===== src/rtl/core/bps_pkg.sv =====
package bps_pkg;

  // Sizing of the bin store and of the count fields.
  localparam int BIN_COUNT  = 64;
  localparam int COUNT_BITS = 16;

  localparam int BIN_AW  = (BIN_COUNT > 1) ? $clog2(BIN_COUNT) : 1;
  localparam int CNT_W   = COUNT_BITS;
  localparam int WGT_W   = 2 * CNT_W;
  localparam int SUM_W   = WGT_W + BIN_AW;
  localparam int DRAW_W  = 48;
  localparam int CFG_W   = 32;
  localparam int FRAC    = 16;
  localparam int PROP_W  = 63;
  localparam int MUL_A_W = (SUM_W > DRAW_W) ? SUM_W : DRAW_W;
  localparam int PROD_W  = MUL_A_W + CFG_W;
  localparam int QUO_W   = PROD_W + FRAC;
  localparam int MUL_CW  = $clog2(CFG_W);
  localparam int DIV_CW  = $clog2(QUO_W);

  // Reset values of the configuration registers (1.0 in UQ16.16).
  localparam logic [CFG_W-1:0] RATE_RST = CFG_W'(65536);
  localparam logic [CFG_W-1:0] BW_RST   = CFG_W'(65536);

  // Configuration register indexes.
  typedef enum logic [1:0] {
    CFG_KIND,
    CFG_RATE,
    CFG_BIN_WIDTH
  } cfg_idx_e;

  // Input beat.
  typedef struct packed {
    logic        mode;
    logic [5:0]  bin;
    logic [15:0] reactant_count;
    logic [15:0] catalyst_count;
    logic [15:0] product_count;
    logic [47:0] draw;
  } in_t;

  // Result beat.
  typedef struct packed {
    logic [62:0] propensity;
    logic [5:0]  chosen_bin;
    logic [15:0] reactant_after;
    logic [15:0] product_after;
    logic        overrun;
  } out_t;

  // One row of the bin store.
  typedef struct packed {
    logic [CNT_W-1:0] react;
    logic [CNT_W-1:0] cat;
    logic [CNT_W-1:0] prod;
    logic [WGT_W-1:0] wgt;
  } row_t;

  typedef enum logic [3:0] {
    ST_IDLE,
    ST_DISPATCH,
    ST_SET_WR,
    ST_FIRE_MUL,
    ST_FIRE_DIV,
    ST_WALK_RD,
    ST_WALK_CMP,
    ST_PROP_GO,
    ST_PROP_MUL,
    ST_PROP_DIV,
    ST_FINISH
  } state_e;

  typedef enum logic {
    MUL_DRAW,
    MUL_SUM
  } mul_sel_e;

  typedef enum logic [1:0] {
    DIV_PROD,
    DIV_PROD_FRAC,
    DIV_DRAW_FRAC
  } div_sel_e;

  typedef enum logic [1:0] {
    PROP_PROD,
    PROP_QUO,
    PROP_MAX
  } prop_src_e;

  typedef enum logic {
    RD_SET,
    RD_WALK
  } rd_sel_e;

  // Commands from the controller to the datapath.
  typedef struct packed {
    logic      cap_in;
    logic      rd_en;
    rd_sel_e   rd_sel;
    logic      set_wr;
    logic      mul_start;
    mul_sel_e  mul_sel;
    logic      div_start;
    div_sel_e  div_sel;
    logic      d_load;
    logic      d_max;
    logic      walk_next;
    logic      fire_wr;
    logic      prop_ld;
    prop_src_e prop_src;
    logic      load_out;
  } cmd_t;

  // Status from the datapath to the controller.
  typedef struct packed {
    logic mode;
    logic kind;
    logic rate_zero;
    logic bw_zero;
    logic mul_done;
    logic div_done;
    logic pass;
    logic last;
  } sts_t;

  // Saturate a wide fixed point value to the propensity width.
  function automatic logic [PROP_W-1:0] sat_prop(input logic [QUO_W-1:0] v);
    logic [PROP_W-1:0] r;
    if (v[QUO_W-1:PROP_W] != '0) begin
      r = '1;
    end else begin
      r = v[PROP_W-1:0];
    end
    return r;
  endfunction

endpackage


===== src/rtl/core/bps_ctrl.sv =====
module bps_ctrl
  import bps_pkg::*;
(
  input  logic clk_i,
  input  logic rst_ni,
  input  logic in_valid_i,
  output logic in_stall_o,
  output logic out_valid_o,
  input  logic out_stall_i,
  input  sts_t sts_i,
  output cmd_t cmd_o
);

  state_e state_q, state_d;
  logic   out_valid_q, out_valid_d;

  // State and result valid registers.
  always_ff @(posedge clk_i or negedge rst_ni) begin
    if (!rst_ni) begin
      state_q     <= ST_IDLE;
      out_valid_q <= 1'b0;
    end else begin
      state_q     <= state_d;
      out_valid_q <= out_valid_d;
    end
  end

  // Next state and commands.
  always_comb begin
    state_d     = state_q;
    cmd_o       = '0;
    out_valid_d = out_valid_q && out_stall_i;
    in_stall_o  = 1'b1;
    case (state_q)
      ST_IDLE: begin
        in_stall_o = 1'b0;
        if (in_valid_i) begin
          cmd_o.cap_in = 1'b1;
          state_d      = ST_DISPATCH;
        end
      end
      ST_DISPATCH: begin
        if (!sts_i.mode) begin
          cmd_o.rd_en  = 1'b1;
          cmd_o.rd_sel = RD_SET;
          state_d      = ST_SET_WR;
        end else if (sts_i.rate_zero) begin
          cmd_o.d_max = 1'b1;
          state_d     = ST_WALK_RD;
        end else if (!sts_i.kind) begin
          cmd_o.mul_start = 1'b1;
          cmd_o.mul_sel   = MUL_DRAW;
          state_d         = ST_FIRE_MUL;
        end else begin
          cmd_o.div_start = 1'b1;
          cmd_o.div_sel   = DIV_DRAW_FRAC;
          state_d         = ST_FIRE_DIV;
        end
      end
      ST_SET_WR: begin
        cmd_o.set_wr = 1'b1;
        state_d      = ST_PROP_GO;
      end
      ST_FIRE_MUL: begin
        if (sts_i.mul_done) begin
          cmd_o.div_start = 1'b1;
          cmd_o.div_sel   = DIV_PROD;
          state_d         = ST_FIRE_DIV;
        end
      end
      ST_FIRE_DIV: begin
        if (sts_i.div_done) begin
          cmd_o.d_load = 1'b1;
          state_d      = ST_WALK_RD;
        end
      end
      ST_WALK_RD: begin
        cmd_o.rd_en  = 1'b1;
        cmd_o.rd_sel = RD_WALK;
        state_d      = ST_WALK_CMP;
      end
      ST_WALK_CMP: begin
        // Pass the bin while the draw is above its weight; the last bin stops the walk.
        if (sts_i.pass && !sts_i.last) begin
          cmd_o.walk_next = 1'b1;
          state_d         = ST_WALK_RD;
        end else begin
          cmd_o.fire_wr = 1'b1;
          state_d       = ST_PROP_GO;
        end
      end
      ST_PROP_GO: begin
        cmd_o.mul_start = 1'b1;
        cmd_o.mul_sel   = MUL_SUM;
        state_d         = ST_PROP_MUL;
      end
      ST_PROP_MUL: begin
        if (sts_i.mul_done) begin
          if (sts_i.kind) begin
            cmd_o.prop_ld  = 1'b1;
            cmd_o.prop_src = PROP_PROD;
            state_d        = ST_FINISH;
          end else if (sts_i.bw_zero) begin
            cmd_o.prop_ld  = 1'b1;
            cmd_o.prop_src = PROP_MAX;
            state_d        = ST_FINISH;
          end else begin
            cmd_o.div_start = 1'b1;
            cmd_o.div_sel   = DIV_PROD_FRAC;
            state_d         = ST_PROP_DIV;
          end
        end
      end
      ST_PROP_DIV: begin
        if (sts_i.div_done) begin
          cmd_o.prop_ld  = 1'b1;
          cmd_o.prop_src = PROP_QUO;
          state_d        = ST_FINISH;
        end
      end
      ST_FINISH: begin
        // Load the result once the output register is free or being taken.
        if (!out_valid_q || !out_stall_i) begin
          cmd_o.load_out = 1'b1;
          out_valid_d    = 1'b1;
          state_d        = ST_IDLE;
        end
      end
      default: begin
        state_d = ST_IDLE;
      end
    endcase
  end

  assign out_valid_o = out_valid_q;

endmodule


===== config.mk =====
export PLATFORM = sky130hd
export DESIGN_NAME = bps_ctrl
export DESIGN_NICKNAME = d
export VERILOG_FILES = /design/src/rtl/core/bps_pkg.sv /design/src/rtl/core/bps_ctrl.sv
export SDC_FILE = /design/constraint.sdc
export NUM_CORES = 1
export LEC_CHECK = 0
export ABC_CLOCK_PERIOD_IN_PS = 2400
export BUFFER_PORTS_ARGS = -buffer_cell sky130_fd_sc_hd__buf_2
export CORE_MARGIN = 1.5
export CORE_UTILIZATION = 44
export CTS_BUF_LIST = sky130_fd_sc_hd__clkbuf_16
export CTS_CLUSTER_SIZE = 24
export DETAILED_ROUTE_END_ITERATION = 8
export GPL_TIMING_DRIVEN = 0
export PLACE_DENSITY = 0.75
export SLEW_MARGIN = 20
export SYNTH_ARGS = -nofsm -noshare
export SYNTH_HDL_FRONTEND = slang
export SYNTH_SLANG_ARGS = --single-unit
export TNS_END_PERCENT = 50

===== constraint.sdc =====
create_clock -name clk_i -period 2.4 [get_ports clk_i]
set_clock_uncertainty 0.2 [all_clocks]
set_input_delay 0.12 -clock clk_i [delete_from_list [all_inputs] [get_ports clk_i]]
set_output_delay 0.12 -clock clk_i [all_outputs]
set_load 0.03 [all_outputs]

==> results of run 1 <==
[registers in the layout (all words and copies together) (netlist names)]
| signal | count |
|---|---|
| state_q | 4 |
| out_valid_o | 1 |
[critical path, stage by stage (launching register included)]
cell and delay (ns):
dfrtp_1 0.40, clkbuf_1 0.24, nor2_1 0.28, nand4b_1 0.28, nor2b_1 0.21, nor2_1 0.06, nand2_1 0.06, buf_2 0.19
[power by group]
group	total, uW	switching, uW	internal [uW]
combinational	766	481	286
clock	266	51.0	215
sequential	151	31.9	119
[synth_stat cells (all sizes together) (2+ instances only)]
| library cell | n |
|---|---|
| clkbuf | 3 |
| nor2b | 4 |
| nand2 | 5 |
| nor3b | 2 |
| inv | 2 |
| nand3b | 2 |
| a21boi | 2 |
| and3 | 2 |
| buf | 3 |
| nand4b | 3 |
| a21oi | 2 |
| nand2b | 8 |
| o21ai | 2 |
| nor3 | 4 |
| o22ai | 4 |
| dfrtp | 5 |
| or2 | 2 |
| nor2 | 10 |
[worst paths after layout]
path | slack (ns) | start | cells after the start | end
max in group asynchronous | 1.84 | rst_ni | 2 | state_q[3]$_DFFE_PN0P_
worst min register to register | 0.43 | out_valid_o$_DFF_PN0_ | 2 | out_valid_o$_DFF_PN0_
worst min-delay path | 0.03 | rst_ni | 2 | state_q[0]$_DFFE_PN0P_
worst max register to register | 0.38 | state_q[2]$_DFFE_PN0P_ | 4 | state_q[0]$_DFFE_PN0P_
worst max-delay path | 0.13 | state_q[2]$_DFFE_PN0P_ | 7 | cmd_o[10]
min in group clk_i | 0.03 | out_stall_i | 3 | out_valid_o$_DFF_PN0_
[repair_timing]
action                     in CTS  in global routing
hold endpoints to repair        5                  0
resized for setup               0                  1
hold buffers                    1                  0
setup endpoints to repair       0                  1
[final cells by class]
class	instances	area [um^2]	share of cell area (%)
Buffer	6	32.5	3.69
Clock buffer	3	75.1	8.51
Clock inverter	1	3.75	0.426
Inverter	2	7.51	0.851
Multi-Input combinational cell	69	459	52.1
Sequential cell	5	125	14.2
Tap cell	15	18.8	2.13
Timing Repair Buffer	31	160	18.2
[stage by stage]
stage | setup slack [ns] | instances
after global routing | 0.00761 | 132
after detailed placement | 0.425 | 127
final | 0.129 | 132
after global placement | 0.403 | 127
after CTS | 0.164 | 132
after floorplan | 0.0215 | 82
[cells by family (layout without fill, tap and decap cells)]
| kind of cell | after synthesis | after routing |
|---|---|---|
| flops | 5 | 5 |
| mux | 1 | 1 |
| compound gates | 17 | 17 |
| simple gates | 51 | 51 |
| buf+inv | 8 | 43 |
[routing by layer]
metal,track usage (%),vias up,part of all wire (%)
met4,7.50,0,0
li1,-,369,-
met5,0,-,0
met1,33.0,365,43
met2,42.5,37,52
met3,3.33,0,4.7
==> metrics.md, run 1 <==
| Metric | Value |
|---|---|
| Mux cell area share after synthesis | `2.42%` |
| CTS Root Cell | `clkbuf_16` |
| Chip height | `40.5 um` |
| Biggest area consumer among synthesized cells | `dfrtp_1` |
| # port buffers | `30` |
| Hold Crit Class | `in -> async` |
| Status | `completed` |
| Element type at the critical path end | `output port` |
| Via count | `771` |
| Period utilisation layout | `94.6%` |
| XOR/XNOR Fraction of Synth Area | `0%` |
| FFs w/ async S/R, synth | `100%` |
| Yosys reg bits | `5` |
| Ys Warns | `0` |
| Cell row count | `13` |
| Post-route cell area | `882 um^2` |
| Setup-failing EPs final | `0` |
| Area delta synth->final | `42.4%` |
| Rel. slew slack | `65.8%` |
| Total CTS buffers | `3` |
| CP Data Required Time | `2.08 ns` |
| DR DRC count | `0` |
| Vias in the first global route | `611` |
| Syn nets | `94` |
| Nets | `130` |
| Post-synth top area share | `20.2%` |
| Core ar. | `1300 um^2` |
| Netlist cell types | `38` |
| CP arrival | `1.95 ns` |
| DR WL/cell | `13.8 um` |
| Synth Area in Simple Gates | `50.9%` |
| Die Span X | `40.5 um` |
| Number of max-cap violations | `0` |
| Core Util, Final | `67.8%` |
| Compound-Gate Fraction of Synth Area | `20.0%` |
| Maximum vdd drop | `1.05 mV` |
| First-pass GRT wire length | `2700 um` |
| Seq/Total Area, Yosys | `20.2%` |
| Initial antenna violation count | `0` |
| Number of synthesized flops with an enable pin | `0` |
| DRT antenna net count | `0` |
| Most frequent cells in the layout | `buf_2 (32), nor2_1 (10), nand2b_1 (8), nand2_1 (5), dfrtp_1 (5)` |
| Initial Util | `47.6%` |
| Synth area leaders | `dfrtp_1 (20%), nand2b_1 (8.1%), nor2_1 (6.1%)` |
| CP startpoint kind | `flip-flop` |
| PD cells | `1340 nW/um^2` |
| RSZ-0062 raised after global routing | `false` |
| Worst-Margin Slew | `0.512 ns` |
| Cell area after synthesis | `619 um^2` |
| Mapped Avg Cell Area | `7.55 um^2` |
| Clk sink count | `5` |
| Largest family of logic cells by synthesized area | `simple AND/OR/NAND/NOR gates` |
| Largest net degree at the start of global routing | `11` |
| Crit-path max FO | `10` |
| Initial DRC count | `27` |
| CTS tree | `done` |
| Ant diodes | `0` |
| Tmin final | `2.27 ns` |
| Vias per cell | `5.84` |
| Dpl hpwl | `1330 um` |
| Fmax | `440 MHz` |
| Setup TNS | `0 ns` |
| CTS clk-pin slew, worst paths | `0.03 ns` |
| Io pins | `31` |
| Overall Power | `1180 uW` |
| Fin. Hold Viols | `0` |
| DRT Wirelength | `1820 um` |
| Slew Limit Fails | `0` |
| Most common cell after layout, fill and taps aside | `buf_2` |
| Clk_lat worst skew | `0.22 ns` |
| H-tree level count | `1` |
| WS Path Type | `reg -> out` |
| Total gr overflow | `0` |
| DR pass1 iterations | `4` |
| Share of cells above drive strength 1 | `37.6%` |
| Placed inst area | `788 um^2` |
| Top_reg_cell synth | `dfrtp_1` |
| Post-Synth Adder-Cell Area | `0%` |
| # Post-CTS Setup Buffers | `0` |
| Total GRT Usage | `25.2%` |
| Die area | `1640 um^2` |
| Fill cell count | `122` |
| Mapped Cells | `82` |
| Leakage power | `0.000459 uW` |
| Hold WS | `0.0343 ns` |
| Routability congestion estimate | `0.797` |
| Max clock buf depth | `2` |
(Power assumes the default switching activity.)
==> run 2, diff against run 1 <==
--- a/config.mk
+++ b/config.mk
@@ -14,6 +14,7 @@
 export DETAILED_ROUTE_END_ITERATION = 8
 export GPL_TIMING_DRIVEN = 0
 export PLACE_DENSITY = 0.75
+export RECOVER_POWER = 100
 export SLEW_MARGIN = 20
 export SYNTH_ARGS = -nofsm -noshare
 export SYNTH_HDL_FRONTEND = slang
==> run 2 against run 1 <==
Effect of this change:
- cell count unchanged
- critical path depth unchanged
- count of clock-buffer cells in the layout unchanged
- setup slack better by 0.014 ns
- largest power group unchanged
==> metrics.md, run 2 (synthesized netlist as in run 1, its figures left out) <==
| Metric | Value |
|---|---|
| Status | `completed` |
| Rel. slew slack | `66.3%` |
| Flop-to-flop setup slack | `0.33 ns` |
| Most frequent cells in the layout | `clkbuf_1 (17), buf_2 (14), nor2_1 (10), nand2b_1 (8)` |
| Chip height | `40.5 um` |
| Post-route cell area | `860 um^2` |
| Core Util, Final | `66.1%` |
| Setup-failing EPs final | `0` |
| Number of flip-flops in the largest register | `4` |
| Switching power total | `561 uW` |
| Element type at the critical path end | `output port` |
| Switching share of power | `48.1%` |
| Maximum vdd drop | `1.05 mV` |
| Clk sink count | `5` |
| Ant diodes | `0` |
| Via count | `766` |
| Die area | `1640 um^2` |
| First-pass GRT wire length | `2700 um` |
| Fill cell count | `135` |
| Die Span X | `40.5 um` |
| Routability congestion estimate | `0.797` |
| DR WL/cell | `13.8 um` |
| CP arrival | `1.94 ns` |
| Slew Limit Fails | `0` |
| Number of max-cap violations | `0` |
| Nets | `130` |
| Vias in the first global route | `611` |
| Multi-input logic area | `454 um^2` |
| Fmax | `443 MHz` |
| CTS clk-pin slew, worst paths | `0.03 ns` |
| CTS Root Cell | `clkbuf_16` |
| Most common cell after layout, fill and taps aside | `clkbuf_1` |
| CP Data Required Time | `2.08 ns` |
| Period utilisation layout | `94.1%` |
| Total CTS buffers | `3` |
| Flop pwr share | `13.0%` |
| Largest net degree at the start of global routing | `11` |
| Overall Power | `1160 uW` |
| WS Path Type | `reg -> out` |
| Initial Util | `47.6%` |
| Combinational share of power | `64.2%` |
| Crit-path max FO | `10` |
| Fin. Hold Viols | `0` |
| Area delta synth->final | `38.8%` |
| Total gr overflow | `0` |
| Max clock buf depth | `2` |
| CTS tree | `done` |
| Setup crit start | `state_q[2]$_DFFE_PN0P_` |
| Tmin final | `2.26 ns` |
| Register Area | `125 um^2` |
| Dpl hpwl | `1330 um` |
| Worst r2r path cells | `5` |
| Worst-Margin Slew | `0.504 ns` |
| DR DRC count | `0` |
| Cell row count | `13` |
| Initial antenna violation count | `0` |
| Placed inst area | `788 um^2` |
| H-tree level count | `1` |
| Clk pwr share | `22.8%` |
| DRT Wirelength | `1830 um` |
| R2r endpoint | `state_q[0]$_DFFE_PN0P_` |
| Vias per cell | `5.80` |
| Io pins | `31` |
| Reg-to-Reg Start | `state_q[0]$_DFFE_PN0P_` |
| Share of cells above drive strength 1 | `24.8%` |
| Critical path endpoint | `cmd_o[10]` |
| Initial DRC count | `25` |
| Setup TNS | `0 ns` |
| Total GRT Usage | `25.2%` |
| PD cells | `1350 nW/um^2` |
| RSZ-0062 raised after global routing | `false` |
| Leakage power | `0.000399 uW` |
| # port buffers | `30` |
| Core ar. | `1300 um^2` |
| DR pass1 iterations | `4` |
| Most flop-heavy register | `state_q` |
| Hold Crit Class | `in -> reg` |
| DRT antenna net count | `0` |
| Hold WS | `0.0420 ns` |
| Clk_lat worst skew | `0.22 ns` |
| CP startpoint kind | `flip-flop` |
| P_int | `604 uW` |
## run 2: cell count changes in the layout (fill, tap and decap cells not counted), sizes merged
cell / change
clkbuf: +18
buf: -18
## run 2: power groups by stage
stage	Sequential [uW]	Combinational, uW	Clock (uW)
2_1_floorplan	145	582	0
3_3_place_gp	150	736	0
3_5_place_dp	150	749	0
4_1_cts	150	760	269
5_1_grt	160	815	275
6_report	151	748	266
## run 2: what timing repair did
action	in CTS	in global routing
hold buffers	1	0
setup buffers	0	0
hold endpoints to repair	5	0
setup endpoints to repair	0	1
gates resized for setup	0	1
## run 2: worst min path at each step
stage                     slack, ns                      to        start  cells after the start
after detailed placement      -0.26  state_q[2]$_DFFE_PN0P_       rst_ni                      1
after global placement        -0.27  state_q[0]$_DFFE_PN0P_       rst_ni                      1
after floorplan               -0.38   out_valid_o$_DFF_PN0_       rst_ni                      0
after CTS                      0.03   out_valid_o$_DFF_PN0_  out_stall_i                      3
final                          0.04  state_q[2]$_DFFE_PN0P_     sts_i[5]                      3
after global routing           0.06   out_valid_o$_DFF_PN0_  out_stall_i                      3
## run 2: metrics by stage
step	worst slack, ns	instances
3_5_place_dp	0.425	127
5_1_grt	0.00801	132
4_1_cts	0.164	132
2_1_floorplan	0.0215	82
6_report	0.143	132
3_3_place_gp	0.403	127
## run 2: cell type report
type	instances	area share [%]
clock inverter	1	0.437
multi-input combinational	69	52.8
sequential	5	14.6
buffer	6	3.64
timing repair buffer	31	16.7
clock buffer	3	8.73
inverter	2	0.873
tap	15	2.18
## run 2: routing by layer
metal  up-vias  GRT usage (%)  share of wire, %
li1        371              -                 -
met1       364           33.0                44
met2        31           42.5                52
met3         0           3.33               4.4
met4         0           7.50                 0
met5         -              0                 0
## run 2: critical path: stages (launching register included)
cell and delay [ns]:
dfrtp_1 0.40, clkbuf_1 0.23, nor2_1 0.27, nand4b_1 0.27, nor2b_1 0.22, nor2_1 0.06, nand2_1 0.06, buf_2 0.19
